--- src/hdl/sbss_pkg.sv ---
package sbss_pkg;

	localparam int FreqW    = 34;
	localparam int PhaseW   = 11;
	localparam int WordW    = 16;
	localparam int DigitW   = 4;
	localparam int DigitsN  = 10;
	localparam int BcdW     = DigitsN * DigitW;
	// Binary input is padded so that it splits into whole groups of bits per step.
	localparam int DabbleBits = 3;
	localparam int StepsN   = (FreqW + DabbleBits - 1) / DabbleBits;
	localparam int BinW     = StepsN * DabbleBits;
	localparam int StepW    = $clog2(StepsN);
	localparam int WordIdxW = 4;

	localparam logic [WordW-1:0] StrobeMask = 16'h8000;
	localparam logic [WordW-1:0] EnableWord = 16'h0010;

	localparam logic [3:0] SelDigits98 = 4'd15;
	localparam logic [3:0] SelDigits76 = 4'd14;
	localparam logic [3:0] SelDigits54 = 4'd13;
	localparam logic [3:0] SelDigits32 = 4'd12;
	localparam logic [3:0] SelDigits10 = 4'd11;
	localparam logic [3:0] SelPhaseHi  = 4'd9;
	localparam logic [3:0] SelPhaseLo  = 4'd10;

	// Word positions inside a run of sixteen; a phase-only run starts at the phase pairs.
	localparam logic [WordIdxW-1:0] FirstProgIdx  = 4'd0;
	localparam logic [WordIdxW-1:0] FirstPhaseIdx = 4'd12;
	localparam logic [WordIdxW-1:0] LastIdx       = 4'd15;

	typedef struct packed {
		logic              prog;
		logic [BcdW-1:0]   bcd;
		logic [DigitW-1:0] ph_hundreds;
		logic [DigitW-1:0] ph_tens;
		logic [DigitW-1:0] ph_ones;
	} run_t;

	typedef struct packed {
		logic valid;
		run_t run;
	} push_t;

	typedef struct packed {
		logic full;
		logic empty;
	} queue_status_t;

	// One double-dabble step: correct every digit, then shift in one binary bit.
	// Carries out of the top digit are dropped, which keeps the value modulo 10^10.
	function automatic logic [BcdW-1:0] dabble_step(input logic [BcdW-1:0] bcd,
			input logic bin_bit);
		logic [BcdW-1:0] adj;
		adj = bcd;
		for (int d = 0; d < DigitsN; d++) begin
			if (adj[d*DigitW +: DigitW] >= 4'd5) begin
				adj[d*DigitW +: DigitW] = adj[d*DigitW +: DigitW] + 4'd3;
			end
		end
		return {adj[BcdW-2:0], bin_bit};
	endfunction

endpackage

--- src/hdl/sbss_if.sv ---
interface sbss_item_if;
	import sbss_pkg::*;
	logic              valid;
	logic              ready;
	logic [FreqW-1:0]  frequency_decihz;
	logic              program_frequency;
	logic [PhaseW-1:0] phase_steps;

	modport source (output valid, frequency_decihz, program_frequency, phase_steps,
		input ready);
	modport sink (input valid, frequency_decihz, program_frequency, phase_steps,
		output ready);
endinterface

interface sbss_result_if;
	import sbss_pkg::*;
	logic             valid;
	logic             ready;
	logic [WordW-1:0] ttl_word;
	logic             last_word;

	modport source (output valid, ttl_word, last_word, input ready);
	modport sink (input valid, ttl_word, last_word, output ready);
endinterface

--- src/hdl/synth_bcd_strobe_sequencer.sv ---
// Turns each accepted item into a run of strobed 16-bit TTL words for a BCD-decade
// synthesizer: 16 words when frequency programming is requested, 4 otherwise, with
// the final word marked. Words leave one per cycle while the result side is ready.
// The front end converts the frequency to BCD three bits per cycle and then pushes the
// run; a phase-only item stops converting early. The front end finishes an item sooner
// than the back end emits its run, so programmed items can be sustained back to back.
// A two-entry queue between them lets the front end convert the next item while the
// current run is still being sent.
module synth_bcd_strobe_sequencer
	import sbss_pkg::*;
(
	input  logic          clk,
	input  logic          arst_n,
	sbss_item_if.sink     item,
	sbss_result_if.source result
);

	push_t         push;
	queue_status_t qstat;
	run_t          head;
	logic          pop;

	sbss_front u_front (
		.clk   (clk),
		.arst_n(arst_n),
		.item  (item),
		.qstat (qstat),
		.push  (push)
	);

	sbss_queue u_queue (
		.clk   (clk),
		.arst_n(arst_n),
		.push  (push),
		.pop   (pop),
		.qstat (qstat),
		.head  (head)
	);

	sbss_back u_back (
		.clk   (clk),
		.arst_n(arst_n),
		.qstat (qstat),
		.head  (head),
		.pop   (pop),
		.result(result)
	);

endmodule

--- src/hdl/sbss_front.sv ---
module sbss_front
	import sbss_pkg::*;
(
	input  logic          clk,
	input  logic          arst_n,
	sbss_item_if.sink     item,
	input  queue_status_t qstat,
	output push_t         push
);

	typedef enum logic [1:0] {IDLE, CONV, PUSH} state_t;

	state_t            state_q;
	logic [StepW-1:0]  step_q;
	logic [BinW-1:0]   bin_q;
	logic [BcdW-1:0]   bcd_q;
	logic [PhaseW-1:0] ph_q;
	logic              prog_q;
	logic [7:0]        quot_q;
	logic [DigitW-1:0] ones_q;
	logic [DigitW-1:0] tens_q;
	logic [DigitW-1:0] hund_q;

	logic [BcdW-1:0]   bcd_next;
	logic [26:0]       prod10;
	logic [7:0]        quot;
	logic [PhaseW-1:0] ones_full;
	logic [15:0]       prod100;
	logic [4:0]        quot2;
	logic [7:0]        tens_full;
	logic              accept;
	logic              do_push;
	logic              conv_done;

	always_comb begin
		bcd_next = bcd_q;
		for (int b = 0; b < DabbleBits; b++) begin
			bcd_next = dabble_step(bcd_next, bin_q[BinW-1-b]);
		end
	end

	// Exact floor division by ten for 11-bit and 8-bit operands.
	assign prod10    = 27'(ph_q) * 27'd52429;
	assign quot      = prod10[26:19];
	assign ones_full = ph_q - PhaseW'({quot, 3'b000}) - PhaseW'({quot, 1'b0});
	assign prod100   = 16'(quot_q) * 16'd205;
	assign quot2     = prod100[15:11];
	assign tens_full = quot_q - {quot2, 3'b000} - 8'({quot2, 1'b0});

	assign conv_done  = prog_q ? (step_q == StepW'(StepsN - 1)) : (step_q == StepW'(1));
	assign do_push    = (state_q == PUSH) && !qstat.full;
	assign item.ready = (state_q == IDLE) || do_push;
	assign accept     = item.valid && item.ready;

	assign push.valid           = do_push;
	assign push.run.prog        = prog_q;
	assign push.run.bcd         = bcd_q;
	assign push.run.ph_hundreds = hund_q;
	assign push.run.ph_tens     = tens_q;
	assign push.run.ph_ones     = ones_q;

	always_ff @(posedge clk or negedge arst_n) begin
		if (!arst_n) begin
			state_q <= IDLE;
			step_q  <= '0;
		end else begin
			unique case (state_q)
				IDLE: begin
					if (accept) begin
						state_q <= CONV;
						step_q  <= '0;
					end
				end
				CONV: begin
					step_q <= step_q + StepW'(1);
					if (conv_done) begin
						state_q <= PUSH;
					end
				end
				PUSH: begin
					if (accept) begin
						state_q <= CONV;
						step_q  <= '0;
					end else if (do_push) begin
						state_q <= IDLE;
					end
				end
				default: state_q <= IDLE;
			endcase
		end
	end

	always_ff @(posedge clk) begin
		if (accept) begin
			bin_q  <= BinW'(item.frequency_decihz);
			bcd_q  <= '0;
			ph_q   <= item.phase_steps;
			prog_q <= item.program_frequency;
		end else if (state_q == CONV) begin
			bin_q  <= {bin_q[BinW-DabbleBits-1:0], DabbleBits'(0)};
			bcd_q  <= bcd_next;
			quot_q <= quot;
			ones_q <= ones_full[DigitW-1:0];
			tens_q <= tens_full[DigitW-1:0];
			hund_q <= quot2[DigitW-1:0];
		end
	end

endmodule

--- src/hdl/sbss_queue.sv ---
module sbss_queue
	import sbss_pkg::*;
(
	input  logic          clk,
	input  logic          arst_n,
	input  push_t         push,
	input  logic          pop,
	output queue_status_t qstat,
	output run_t          head
);

	run_t       mem_q [2];
	logic       wr_ptr_q;
	logic       rd_ptr_q;
	logic [1:0] count_q;

	assign qstat.full  = (count_q == 2'd2);
	assign qstat.empty = (count_q == 2'd0);
	assign head        = mem_q[rd_ptr_q];

	always_ff @(posedge clk or negedge arst_n) begin
		if (!arst_n) begin
			wr_ptr_q <= 1'b0;
			rd_ptr_q <= 1'b0;
			count_q  <= '0;
		end else begin
			if (push.valid) begin
				wr_ptr_q <= !wr_ptr_q;
			end
			if (pop) begin
				rd_ptr_q <= !rd_ptr_q;
			end
			if (push.valid && !pop) begin
				count_q <= count_q + 2'd1;
			end else if (pop && !push.valid) begin
				count_q <= count_q - 2'd1;
			end
		end
	end

	always_ff @(posedge clk) begin
		if (push.valid) begin
			mem_q[wr_ptr_q] <= push.run;
		end
	end

endmodule

--- src/hdl/sbss_back.sv ---
module sbss_back
	import sbss_pkg::*;
(
	input  logic          clk,
	input  logic          arst_n,
	input  queue_status_t qstat,
	input  run_t          head,
	output logic          pop,
	sbss_result_if.source result
);

	logic [WordIdxW-1:0] idx_q;
	logic                started_q;
	logic                out_valid_q;
	logic [WordW-1:0]    out_word_q;
	logic                out_last_q;

	logic [WordIdxW-1:0] idx;
	logic [WordW-1:0]    base_word;
	logic [WordW-1:0]    word;
	logic                load;

	assign idx  = started_q ? idx_q : (head.prog ? FirstProgIdx : FirstPhaseIdx);
	assign load = !qstat.empty && (!out_valid_q || result.ready);
	assign pop  = load && (idx == LastIdx);

	always_comb begin
		case (idx[WordIdxW-1:1])
			3'd0: base_word = EnableWord;
			3'd1: base_word = {SelDigits98, head.bcd[39:36], head.bcd[35:32], 4'h0};
			3'd2: base_word = {SelDigits76, head.bcd[31:28], head.bcd[27:24], 4'h0};
			3'd3: base_word = {SelDigits54, head.bcd[23:20], head.bcd[19:16], 4'h0};
			3'd4: base_word = {SelDigits32, head.bcd[15:12], head.bcd[11:8], 4'h0};
			3'd5: base_word = {SelDigits10, head.bcd[7:4], head.bcd[3:0], 4'h0};
			3'd6: base_word = {SelPhaseHi, 4'h0, head.ph_hundreds, 4'h0};
			default: base_word = {SelPhaseLo, head.ph_ones, head.ph_tens, 4'h0};
		endcase
		// Even positions carry the strobe, odd positions the same word with it cleared.
		word = idx[0] ? (base_word & ~StrobeMask) : (base_word | StrobeMask);
	end

	assign result.valid     = out_valid_q;
	assign result.ttl_word  = out_word_q;
	assign result.last_word = out_last_q;

	always_ff @(posedge clk or negedge arst_n) begin
		if (!arst_n) begin
			idx_q       <= '0;
			started_q   <= 1'b0;
			out_valid_q <= 1'b0;
		end else begin
			if (load) begin
				out_valid_q <= 1'b1;
				if (idx == LastIdx) begin
					started_q <= 1'b0;
				end else begin
					started_q <= 1'b1;
					idx_q     <= idx + WordIdxW'(1);
				end
			end else if (result.ready) begin
				out_valid_q <= 1'b0;
			end
		end
	end

	always_ff @(posedge clk) begin
		if (load) begin
			out_word_q <= word;
			out_last_q <= (idx == LastIdx);
		end
	end

endmodule

--- src/flat_wrapper.sv ---
// flat-port wrapper written by rule: the top's interface ports become plain ports
module synth_bcd_strobe_sequencer_flat import sbss_pkg::*;
  (clk, arst_n, item_valid, item_frequency_decihz, item_program_frequency, item_phase_steps, item_ready, result_valid, result_ttl_word, result_last_word, result_ready);
  sbss_item_if item_i ();
  sbss_result_if result_i ();
  input  logic clk;
  input  logic arst_n;
  input wire logic [$bits(item_i.valid)-1:0] item_valid;
  input wire logic [$bits(item_i.frequency_decihz)-1:0] item_frequency_decihz;
  input wire logic [$bits(item_i.program_frequency)-1:0] item_program_frequency;
  input wire logic [$bits(item_i.phase_steps)-1:0] item_phase_steps;
  output wire logic [$bits(item_i.ready)-1:0] item_ready;
  output wire logic [$bits(result_i.valid)-1:0] result_valid;
  output wire logic [$bits(result_i.ttl_word)-1:0] result_ttl_word;
  output wire logic [$bits(result_i.last_word)-1:0] result_last_word;
  input wire logic [$bits(result_i.ready)-1:0] result_ready;
  assign item_i.valid = item_valid;
  assign item_i.frequency_decihz = item_frequency_decihz;
  assign item_i.program_frequency = item_program_frequency;
  assign item_i.phase_steps = item_phase_steps;
  assign item_ready = item_i.ready;
  assign result_valid = result_i.valid;
  assign result_ttl_word = result_i.ttl_word;
  assign result_last_word = result_i.last_word;
  assign result_i.ready = result_ready;
  synth_bcd_strobe_sequencer u_core (.clk(clk), .arst_n(arst_n), .item(item_i), .result(result_i));
endmodule
--- config.mk ---
export PLATFORM = sky130hd
export DESIGN_NAME = synth_bcd_strobe_sequencer_flat
export DESIGN_NICKNAME = d
export VERILOG_FILES = /design/src/hdl/sbss_pkg.sv /design/src/hdl/sbss_if.sv /design/src/hdl/synth_bcd_strobe_sequencer.sv /design/src/hdl/sbss_front.sv /design/src/hdl/sbss_queue.sv /design/src/hdl/sbss_back.sv /design/src/flat_wrapper.sv
export SDC_FILE = /design/constraint.sdc
export NUM_CORES = 1
export LEC_CHECK = 0
export BUFFER_PORTS_ARGS = -buffer_cell sky130_fd_sc_hd__buf_2
export CAP_MARGIN = 25
export CORE_MARGIN = 2
export CORE_UTILIZATION = 57
export CTS_CLUSTER_SIZE = 30
export DETAILED_ROUTE_END_ITERATION = 10
export PLACE_DENSITY = 0.82
export SYNTH_ARGS = -nofsm -noshare
export SYNTH_HDL_FRONTEND = slang
export SYNTH_SLANG_ARGS = --single-unit
--- constraint.sdc ---
create_clock -name clk -period 5.65 [get_ports clk]
set_input_delay 0.8475 -clock clk [delete_from_list [all_inputs] [get_ports clk]]
set_output_delay 0.8475 -clock clk [all_outputs]
set_load 0.01 [all_outputs]
### Word-level counts from Yosys, hierarchy flattened

Memory sizes are Yosys's and may differ from the RTL's.
Cells that the tools add are included.

| storage, ports and cells | value |
|---|---|
| register bits after elaboration | 141 |
| bits in latches | 0 |
| memory bits (writable) | 106 |
| memory bits (read-only) | 0 |
| input bits | 50 |
| output and inout port bits | 19 |
| memories kept | 1 |

| operators by class | value |
|---|---|
| add/sub/neg operators | 38 |
| $mul | 2 |
| div/mod/pow operators | 0 |
| $lt $le $gt $ge | 30 |
| eq/ne operators | 16 |
| shift-type cells | 0 |
| mux-type cells | 51 |
| bitwise operators | 2 |
| reductions and logical operators | 27 |

Memory list:

| name | words | bits a word | rd ports | clocked after memory_dff | write ports | RTL line | source |
|---|---|---|---|---|---|---|---|
| u_core.u_queue.mem_q | 2 | 53 | 1 | 0 | 1 | sbss_queue.sv:12 | `run_t mem_q [2];` |

Operators with widths:

| operator | count |
|---|---|
| $ge A4 B3 Y1 const B | 30 |
| $mux W4 | 30 |
| $add A4 B2 Y4 const B | 27 |
| $pmux W15 S7 | 1 |
| $mux W34 | 2 |
| $mul A11 B16 Y27 const B | 1 |
| $mux W16 | 1 |
| $sub A4 B4 Y4 | 4 |
| $mul A8 B8 Y15 const B | 1 |
| $mux W2 | 6 |
| $add A3 B2 Y3 const B | 3 |
| $eq A3 B3 Y1 const B | 3 |
| $mux W3 | 3 |
| $add A4 B1 Y4 const B | 2 |
| $eq A4 B4 Y1 const B | 2 |
| $pmux W4 S2 | 1 |
| $reduce_bool A2 Y1 | 4 |
| $logic_not A1 Y1 | 7 |
| $eq A3 B2 Y1 const B | 2 |
| $logic_and A1 B1 Y1 | 6 |
| $mux W1 | 6 |
| $pmux W2 S3 | 1 |
| $reduce_and A2 Y1 | 3 |
| $eq A2 B2 Y1 const B | 2 |
| 14 further kinds | 18 |

### Logic depth before layout (Yosys ltp)

Gate-level depths: netlist of run 1.
An unclocked memory read counts as a cell.

| logic depth | value |
|---|---|
| depth in word-level cells | 8 |
| depth in mapped cells | 26 |
| mapped depth without buffers | 26 |

### Modules after synthesis

Synthesis of run 1 repeated with hierarchy kept, for this count alone.

| unflattened totals | value |
|---|---|
| cells, all modules | 1498 |
| area total of the unflattened synthesis | 16286.9 µm² |

By module, submodules not included:

| module | instances | cells each | area each (µm²) | sequential area each (µm²) |
|---|---|---|---|---|
| sbss_front | 1 | 1169 | 10656.5 | 2972.9 |
| sbss_queue | 1 | 181 | 4261.6 | 3283.1 |
| sbss_back | 1 | 148 | 1368.8 | 540.5 |

### Worst setup path after synthesis of run 1

Ideal clock, no wire load.

| path | value |
|---|---|
| kind | reg-to-reg |
| start point | register u_core.u_front.ph_q[9] |
| end point | register u_core.u_front.ones_q[3], data pin |
| arrival time | 5465 ps |
| slack | -75 ps |
| stages on the path, launching flop included | 26 |
| buffers on the path | 0 |
| cell sequence | edfxtp_1 inv_1 ha_1 inv_1 fa_1 inv_1 fa_1 inv_1 fa_1 inv_1 fa_1 inv_1 ha_1 and4_1 nand2_1 nor2_1 a2bb2oi_1 o22a_1 a21oi_1 xnor2_1 ha_1 xnor2_1 nand2_1 o311a_1 o211ai_1 xnor2_1 |

| between the ends | value |
|---|---|
| elaborated cells on any way between the ends | 3 |

RTL lines:

| what | RTL line | source |
|---|---|---|
| start: declaration | sbss_front.sv:17 | `logic [PhaseW-1:0] ph_q;` |
| start signal: assignment | sbss_front.sv:97 | `ph_q <= item.phase_steps;` |
| $mul A11 B16 Y27 | sbss_front.sv:43 | `assign prod10 = 27'(ph_q) * 27'd52429;` |
| net u_core.u_front.prod10[20] | sbss_front.sv:25 | `logic [26:0] prod10;` |
| $sub A4 B4 Y4 | sbss_front.sv:45 | `assign ones_full = ph_q - PhaseW'({quot, 3'b000}) - PhaseW'({quot, 1'b0});` |
| net u_core.u_front.ones_full[3] | sbss_front.sv:27 | `logic [PhaseW-1:0] ones_full;` |
| end signal: assignment | sbss_front.sv:103 | `ones_q <= ones_full[DigitW-1:0];` |
| end: declaration | sbss_front.sv:20 | `logic [DigitW-1:0] ones_q;` |

The timed path passes the listed nets, and every way through them passes these cells.
A chain may end at the register's enable or synchronous reset.

### Worst setup path after layout of run 1

| path | value |
|---|---|
| start point | register u_core.u_front.ph_q[10] |
| end point | register u_core.u_front.ones_q[3], data pin |

Same word-level chain as after synthesis.

==> results.sh, run 1 <==
export IMPL_status="finished, violations left"
export IMPL_violations="negative setup slack"
export IMPL_route_detailed_drc=0
export IMPL_worstMarginPinSlew_ps=884
export IMPL_cp_data_arrival_time_ps=6010
export IMPL_root_buffer="clkbuf_16"
export IMPL_timing_final_max_slew_violations=0
export IMPL_async_flop_share_pct=6.58
export IMPL_antenna_found_initial=0
export IMPL_cts_buffer_depth=3
export IMPL_fin_tns_setup_ps=-72.9
export IMPL_ios=69
export IMPL_finalCoreUtilization_pct=64.7
export IMPL_core_area_sq_um=27700
export IMPL_grt_max_degree=68
export IMPL_reg2reg_to="u_core.u_front.ones_q[3]"
export IMPL_dieArea_sq_um=29400
export IMPL_path_class="register to register"
export IMPL_layout_common_cells="inv_1, edfxtp_1, ha_1"
export IMPL_required_ps=5940
export IMPL_clkSinkCount=243
export IMPL_slowest_stage="fa_1"
export IMPL_viasPerCell=5.61
export IMPL_synth_edf_count=185
export IMPL_globalRouteTotalUtil_pct=23.0
export IMPL_hold_viol=0
export IMPL_reg2reg_from="u_core.u_front.ph_q[10]"
export IMPL_numCtsBuffers=26
export IMPL_first_pass_iters=5
export IMPL_routed_wl_um=33200
export IMPL_overflow=0
export IMPL_die_y_um=172
export IMPL_yosys_warnings=0
export IMPL_crit_chain="ha_1 > inv_2 > fa_1 > inv_2 > buf_4 > fa_1 > fa_1 > fa_1 > inv_1 > ha_1 > a21o_1 > a311oi_2 > o21ai_1 > o22a_1 > a21oi_2 > xnor2_1 > ha_2 > xnor2_4 > nand2_1 > o311a_1 > o211ai_1 > xnor2_1"
export IMPL_layout_setup_ws_ps=-72.9
export IMPL_path_max_fanout=3
export IMPL_timing_reg2reg_setup_slack_ps=-70
export IMPL_final_common_cell="inv_1"
export IMPL_fin_crit_sh_pct=101
export IMPL_ys_ff_latch=243
export IMPL_slew_headroom_pct=41.0
export IMPL_ctsHoldBuffers=0
export IMPL_syn_area_sq_um=16000
export IMPL_cap_viol_max_count=0
export IMPL_port_buffers=64
export IMPL_grt_pass1_wl_um=54500
export IMPL_hp_class="primary input to asynchronous set/reset pin"
export IMPL_cts_tree="done"
export IMPL_fmax_mhz=175
export IMPL_htreeDepth=1
export IMPL_cp_common_cell="fa_1"
export IMPL_ys_types=77
export IMPL_period_minus_slack_ps=5720
export IMPL_clock_skew_ps=29.1
export IMPL_synthFlopType="edfxtp_1"
export IMPL_syn_avg_cell_area_sq_um=10.6
export IMPL_ant_nets=0
export IMPL_drive_gt1_share_pct=11.6
export IMPL_grt_setup_unrepaired="yes"
export IMPL_path_clk_slew_ps=70
export IMPL_cp_end_kind="register"
export IMPL_place_ws_ps=-235
export IMPL_start_util_pct=57.7
export IMPL_diodes=0
export IMPL_clkLatencyLatePin_ps=530
export IMPL_wl_per_cell_um=16.6
export IMPL_crit_path_start_kind="register"
export IMPL_hpwl_um=24300
export IMPL_slowest_delay_ps=580
export IMPL_r2r_cells=22
export IMPL_num_vias=11200
export IMPL_synth_seq_area_share_pct=42.5
export IMPL_drtIter0Drc=682
export IMPL_fp_dieW_um=172
export IMPL_synth_cells=1511
export IMPL_grt_pass1_vias=11300
export IMPL_num_rows=61
export IMPL_fin_nets=1883
export IMPL_setup_viol=1
export IMPL_gp_congestion=0.880
export IMPL_area_delta_synth_final_pct=12.0
==> per-stage QoR <==
| stage | std cells | cell area (sq um) | hold slack, ps |
|---|---|---|---|
| 2_1_floorplan | 1514 | 16000 | 418 |
| 3_3_place_gp | 1947 | 16900 | 427 |
| 3_5_place_dp | 1948 | 16900 | 430 |
| 4_1_cts | 2002 | 17900 | 248 |
| 5_1_grt | 2002 | 17900 | 258 |
| 6_report | 2002 | 17900 | 258 |
==> repair_timing <==
item | 4_1_cts | 5_1_grt
pin swaps | 21 | 5
setup buffers | 6 | 0
resized for setup | 13 | 6
setup endpoints to repair | 1 | 1
==> worst max-delay path: cells and delay by family (launching register included) <==
kind | cells | cell delay (ps)
DFF | 1 | 410
xor gates and xnor gates | 3 | 390
adders and majority gates | 7 | 2860
buffers and inverters | 4 | 270
AOI/OAI and AO/OA | 7 | 1510
and+or+nand+nor | 1 | 70
==> how the worst max path moves through the flow <==
stage	startpoint	end	slack, ps	depth (start not counted)
2_1_floorplan	u_core.u_front.ph_q[9]	u_core.u_front.ones_q[3]	3	25
3_3_place_gp	u_core.u_front.ph_q[10]	u_core.u_front.ones_q[3]	-0.7	24
3_5_place_dp	u_core.u_front.ph_q[10]	u_core.u_front.ones_q[3]	-230	24
4_1_cts	u_core.u_front.ph_q[10]	u_core.u_front.ones_q[3]	-40	24
5_1_grt	u_core.u_front.ph_q[10]	u_core.u_front.ones_q[3]	-330	26
6_report	u_core.u_front.ph_q[10]	u_core.u_front.ones_q[3]	-70	22
==> routing by layer <==
metal / GRT usage, % / vias up / part of all wire (%)
met2: 39.5 / 312 / 49
met4: 6.71 / 0 / 2.6
li1: - / 5461 / -
met5: 0 / - / 0
met3: 3.27 / 65 / 4.6
met1: 30.3 / 5398 / 44
==> flip-flops by register name, summed over array words and instances, names as in the netlist, 2 cells and up <==
| register | count |
|---|---|
| u_core.u_front.hund_q | 4 |
| u_core.u_front.ones_q | 4 |
| u_core.u_front.bcd_q | 40 |
| u_core.u_back.idx_q | 4 |
| u_core.u_front.step_q | 4 |
| u_core.u_back.result.ttl_word | 12 |
| u_core.u_front.ph_q | 11 |
| u_core.u_front.tens_q | 4 |
| u_core.u_queue.mem_q | 106 |
| u_core.u_front.bin_q | 36 |
| u_core.u_front.state_q | 2 |
| u_core.u_front.quot_q | 8 |
| u_core.u_queue.count_q | 2 |
==> cell usage after synthesis, types with 5 or more instances <==
cell / n / area [sq um]
a211oi_1: 12 / 90.1
a21o_1: 11 / 82.6
a21oi_1: 77 / 385
a22oi_1: 10 / 75.1
a31oi_1: 5 / 31.3
and2_1: 7 / 43.8
and2b_1: 6 / 45.0
buf_2: 12 / 60.1
clkbuf_1: 16 / 60.1
dfrtp_1: 16 / 400
dfxtp_1: 42 / 841
edfxtp_1: 185 / 5560
fa_1: 49 / 981
ha_1: 180 / 2250
inv_1: 208 / 781
mux2_1: 5 / 56.3
mux2_2: 13 / 146
mux2i_1: 71 / 711
nand2_1: 155 / 582
nand2b_1: 29 / 181
nand3_1: 18 / 90.1
nand4_1: 5 / 31.3
nor2_1: 62 / 233
nor2b_1: 29 / 181
nor3_1: 20 / 100
nor3b_1: 16 / 120
o2111ai_1: 10 / 87.6
o211ai_1: 10 / 75.1
o21ai_0: 23 / 115
o21ai_1: 47 / 235
o22ai_1: 16 / 100
o31ai_1: 11 / 82.6
xnor2_1: 46 / 403
xor2_1: 19 / 166
==> cells by family (layout without fill, tap and decap cells) <==
family          Yosys count  after routing  synth area share (%)
other cells               1              4                0.0234
fa+ha+maj               229            229                  20.2
compound gates          276            276                  11.0
mux                      92             92                  6.03
buf+inv                 244            354                  5.91
simple gates            361            361                  10.8
flops                   243            243                  42.5
xor+xnor                 65             65                  3.56
==> final cells by class <==
class	count	area, sq um
clock buffers	37	742
clock inverters	11	153
fillers	2060	9780
inverters	210	788
multi-input cells	1027	8390
flip-flops and latches	243	6800
well taps	378	473
repair buffers	96	577
Power of run 1 is left out: the tool's default activity adds up to more than one toggle a clock period on the data nets, which glitch-free logic cannot reach.
==> inputs of run 2 (changes only) <==
- ABC_AREA: not set -> 1
- PLACE_DENSITY: 0.82 -> 0.81
==> results.sh, run 2 <==
export IMPL_layout_common_cells="nand2_1, inv_1, edfxtp_1"
export IMPL_cp_num_buf_inv=8
export IMPL_start_util_pct=57.9
export IMPL_fin_tns_setup_ps=0
export IMPL_yosysTopAreaCell="edfxtp_1"
export IMPL_synthFlopType="edfxtp_1"
export IMPL_synth_seq_area_share_pct=40.9
export IMPL_cp_common_cell="inv_1"
export IMPL_grt_busiest_layer="met2"
export IMPL_finalNonFillerCells=2397
export IMPL_grt_pass1_vias=12500
export IMPL_place_ws_ps=398
export IMPL_num_rows=62
export IMPL_cts_resized=0
export IMPL_crit_path_start_kind="register"
export IMPL_clock_skew_ps=14.7
export IMPL_hp_class="primary input to asynchronous set/reset pin"
export IMPL_globalRouteTotalUtil_pct=22.9
export IMPL_period_minus_slack_ps=5280
export IMPL_final_area_sq_um=18300
export IMPL_fillers=2262
export IMPL_die_y_um=175
export IMPL_fin_crit_sh_pct=93.5
export IMPL_clkSinkCount=243
export IMPL_grt_setup_unrepaired="no"
export IMPL_dieArea_sq_um=30600
export IMPL_multi_input_area_sq_um=8480
export IMPL_root_buffer="clkbuf_16"
export IMPL_cp_end_kind="register"
export IMPL_top_regs="u_core.u_queue.mem_q (106), u_core.u_front.bcd_q (40), u_core.u_front.bin_q (36)"
export IMPL_grt_pass1_wl_um=57600
export IMPL_grt_use_met2_pct=40.9
export IMPL_slowest_stage="fa_1"
export IMPL_route_detailed_drc=0
export IMPL_required_ps=5940
export IMPL_overflow=0
export IMPL_hpwl_um=26300
export IMPL_syn_area_sq_um=16600
export IMPL_drtIter0Drc=837
export IMPL_cp_data_arrival_time_ps=5580
export IMPL_worstMarginPinSlew_ps=935
export IMPL_cts_setup_buffers=0
export IMPL_slowest_delay_ps=540
export IMPL_ant_nets=0
export IMPL_ctsHoldBuffers=0
export IMPL_core_area_sq_um=28700
export IMPL_antenna_found_initial=0
export IMPL_port_buffers=64
export IMPL_ys_ff_latch=243
export IMPL_register_area_sq_um=6800
export IMPL_setup_viol=0
export IMPL_top_register="u_core.u_queue.mem_q"
export IMPL_synth_cells=1919
export IMPL_gp_congestion=0.877
export IMPL_layout_setup_ws_ps=366
export IMPL_path_class="register to register"
export IMPL_cpLargestDelayFamily="adder cells"
export IMPL_synth_top_area_share_pct=33.4
export IMPL_slew_headroom_pct=37.7
export IMPL_viasPerCell=5.34
export IMPL_drive_gt1_share_pct=10.1
export IMPL_largest_register_ffs=106
export IMPL_ios=69
export IMPL_place_inst=2349
export IMPL_yosys_warnings=0
export IMPL_area_delta_synth_final_pct=9.82
export IMPL_first_pass_iters=6
export IMPL_synth_edf_count=185
export IMPL_synth_common_cells="nand2_1, inv_1, edfxtp_1"
export IMPL_cap_viol_max_count=0
export IMPL_grt_max_degree=61
export IMPL_diodes=0
export IMPL_place_area_sq_um=17400
export IMPL_wl_per_cell_um=14.6
export IMPL_syn_avg_cell_area_sq_um=8.67
export IMPL_timing_final_max_slew_violations=0
export IMPL_fp_dieW_um=175
export IMPL_status="finished, final reports clean"
export IMPL_fin_nets=2272
export IMPL_use_met3_pct=2.70
export IMPL_htreeDepth=1
export IMPL_path_max_fanout=5
export IMPL_clkLatencyLatePin_ps=530
export IMPL_use_met1_pct=29.1
export IMPL_path_clk_slew_ps=60
export IMPL_final_common_cell="nand2_1"
export IMPL_num_vias=12800
export IMPL_fmax_mhz=189
export IMPL_cts_tree="done"
export IMPL_synth_most_common_cell="nand2_1"
export IMPL_hold_viol=0
export IMPL_async_flop_share_pct=6.58
export IMPL_numCtsBuffers=26
export IMPL_cts_buffer_depth=3
export IMPL_yosys_top_cells_area="edfxtp_1, ha_1, nand2_1"
export IMPL_routed_wl_um=35100
export IMPL_ys_types=53
-- run 2: layout make-up --
type,count,area share [%]
multi-input combinational,1323,46.5
sequential,243,37.2
inverter,328,6.76
clock buffer,34,3.89
tap,384,2.63
timing repair buffer,71,2.04
clock inverter,14,1.01
-- run 2: metal layers --
layer	wire, um	vias to the layer above
met5	0	-
met4	948	0
met3	1820	71
met2	17600	348
met1	14700	5983
li1	-	6396
-- run 2: cell families after synthesis --
group / Yosys count / share of synthesized area [%]
buffers and inverters: 356 / 8.31
multiplexers: 8 / 0.482
XOR/XNOR: 25 / 1.41
other: 1 / 0.0226
AND/OR/NAND/NOR: 860 / 22.5
flip-flops: 243 / 40.9
adder cells (fa/ha/maj): 229 / 19.4
AO/OA/AOI/OAI: 197 / 6.95
-- run 2: worst reg2reg max path, delay by kind of cell (launching register included) --
| kind | cells | cell delay [ps] |
|---|---|---|
| buffers and inverters | 8 | 480 |
| xor gates and xnor gates | 1 | 200 |
| AOI/OAI and AO/OA | 1 | 250 |
| adders and majority gates | 7 | 2980 |
| DFF | 1 | 480 |
| and+or+nand+nor | 8 | 650 |
-- run 2: final timing paths --
kind | end | slack, ps | from | depth (start not counted)
min in group clk | u_core.u_queue.mem_q[1][7] | 450 | u_core.u_front.tens_q[3] | 0
hold reg to reg | u_core.u_queue.mem_q[1][7] | 450 | u_core.u_front.tens_q[3] | 0
max in group asynchronous | u_core.u_queue.rd_ptr_q | 5110 | arst_n | 1
setup reg to reg | u_core.u_front.ones_q[3] | 370 | u_core.u_front.ph_q[5] | 25
hold / removal | u_core.u_front.step_q[2] | 230 | arst_n | 1
setup / recovery | u_core.u_front.ones_q[3] | 370 | u_core.u_front.ph_q[5] | 25
-- run 2: per-stage QoR --
stage	hold slack, ps	utilization [%]
final	230	63.6
after global placement	422	60.5
after global routing	246	63.6
after detailed placement	435	60.5
after floorplan	421	-
after CTS	234	63.6
Power of run 2 is left out for the same reason.
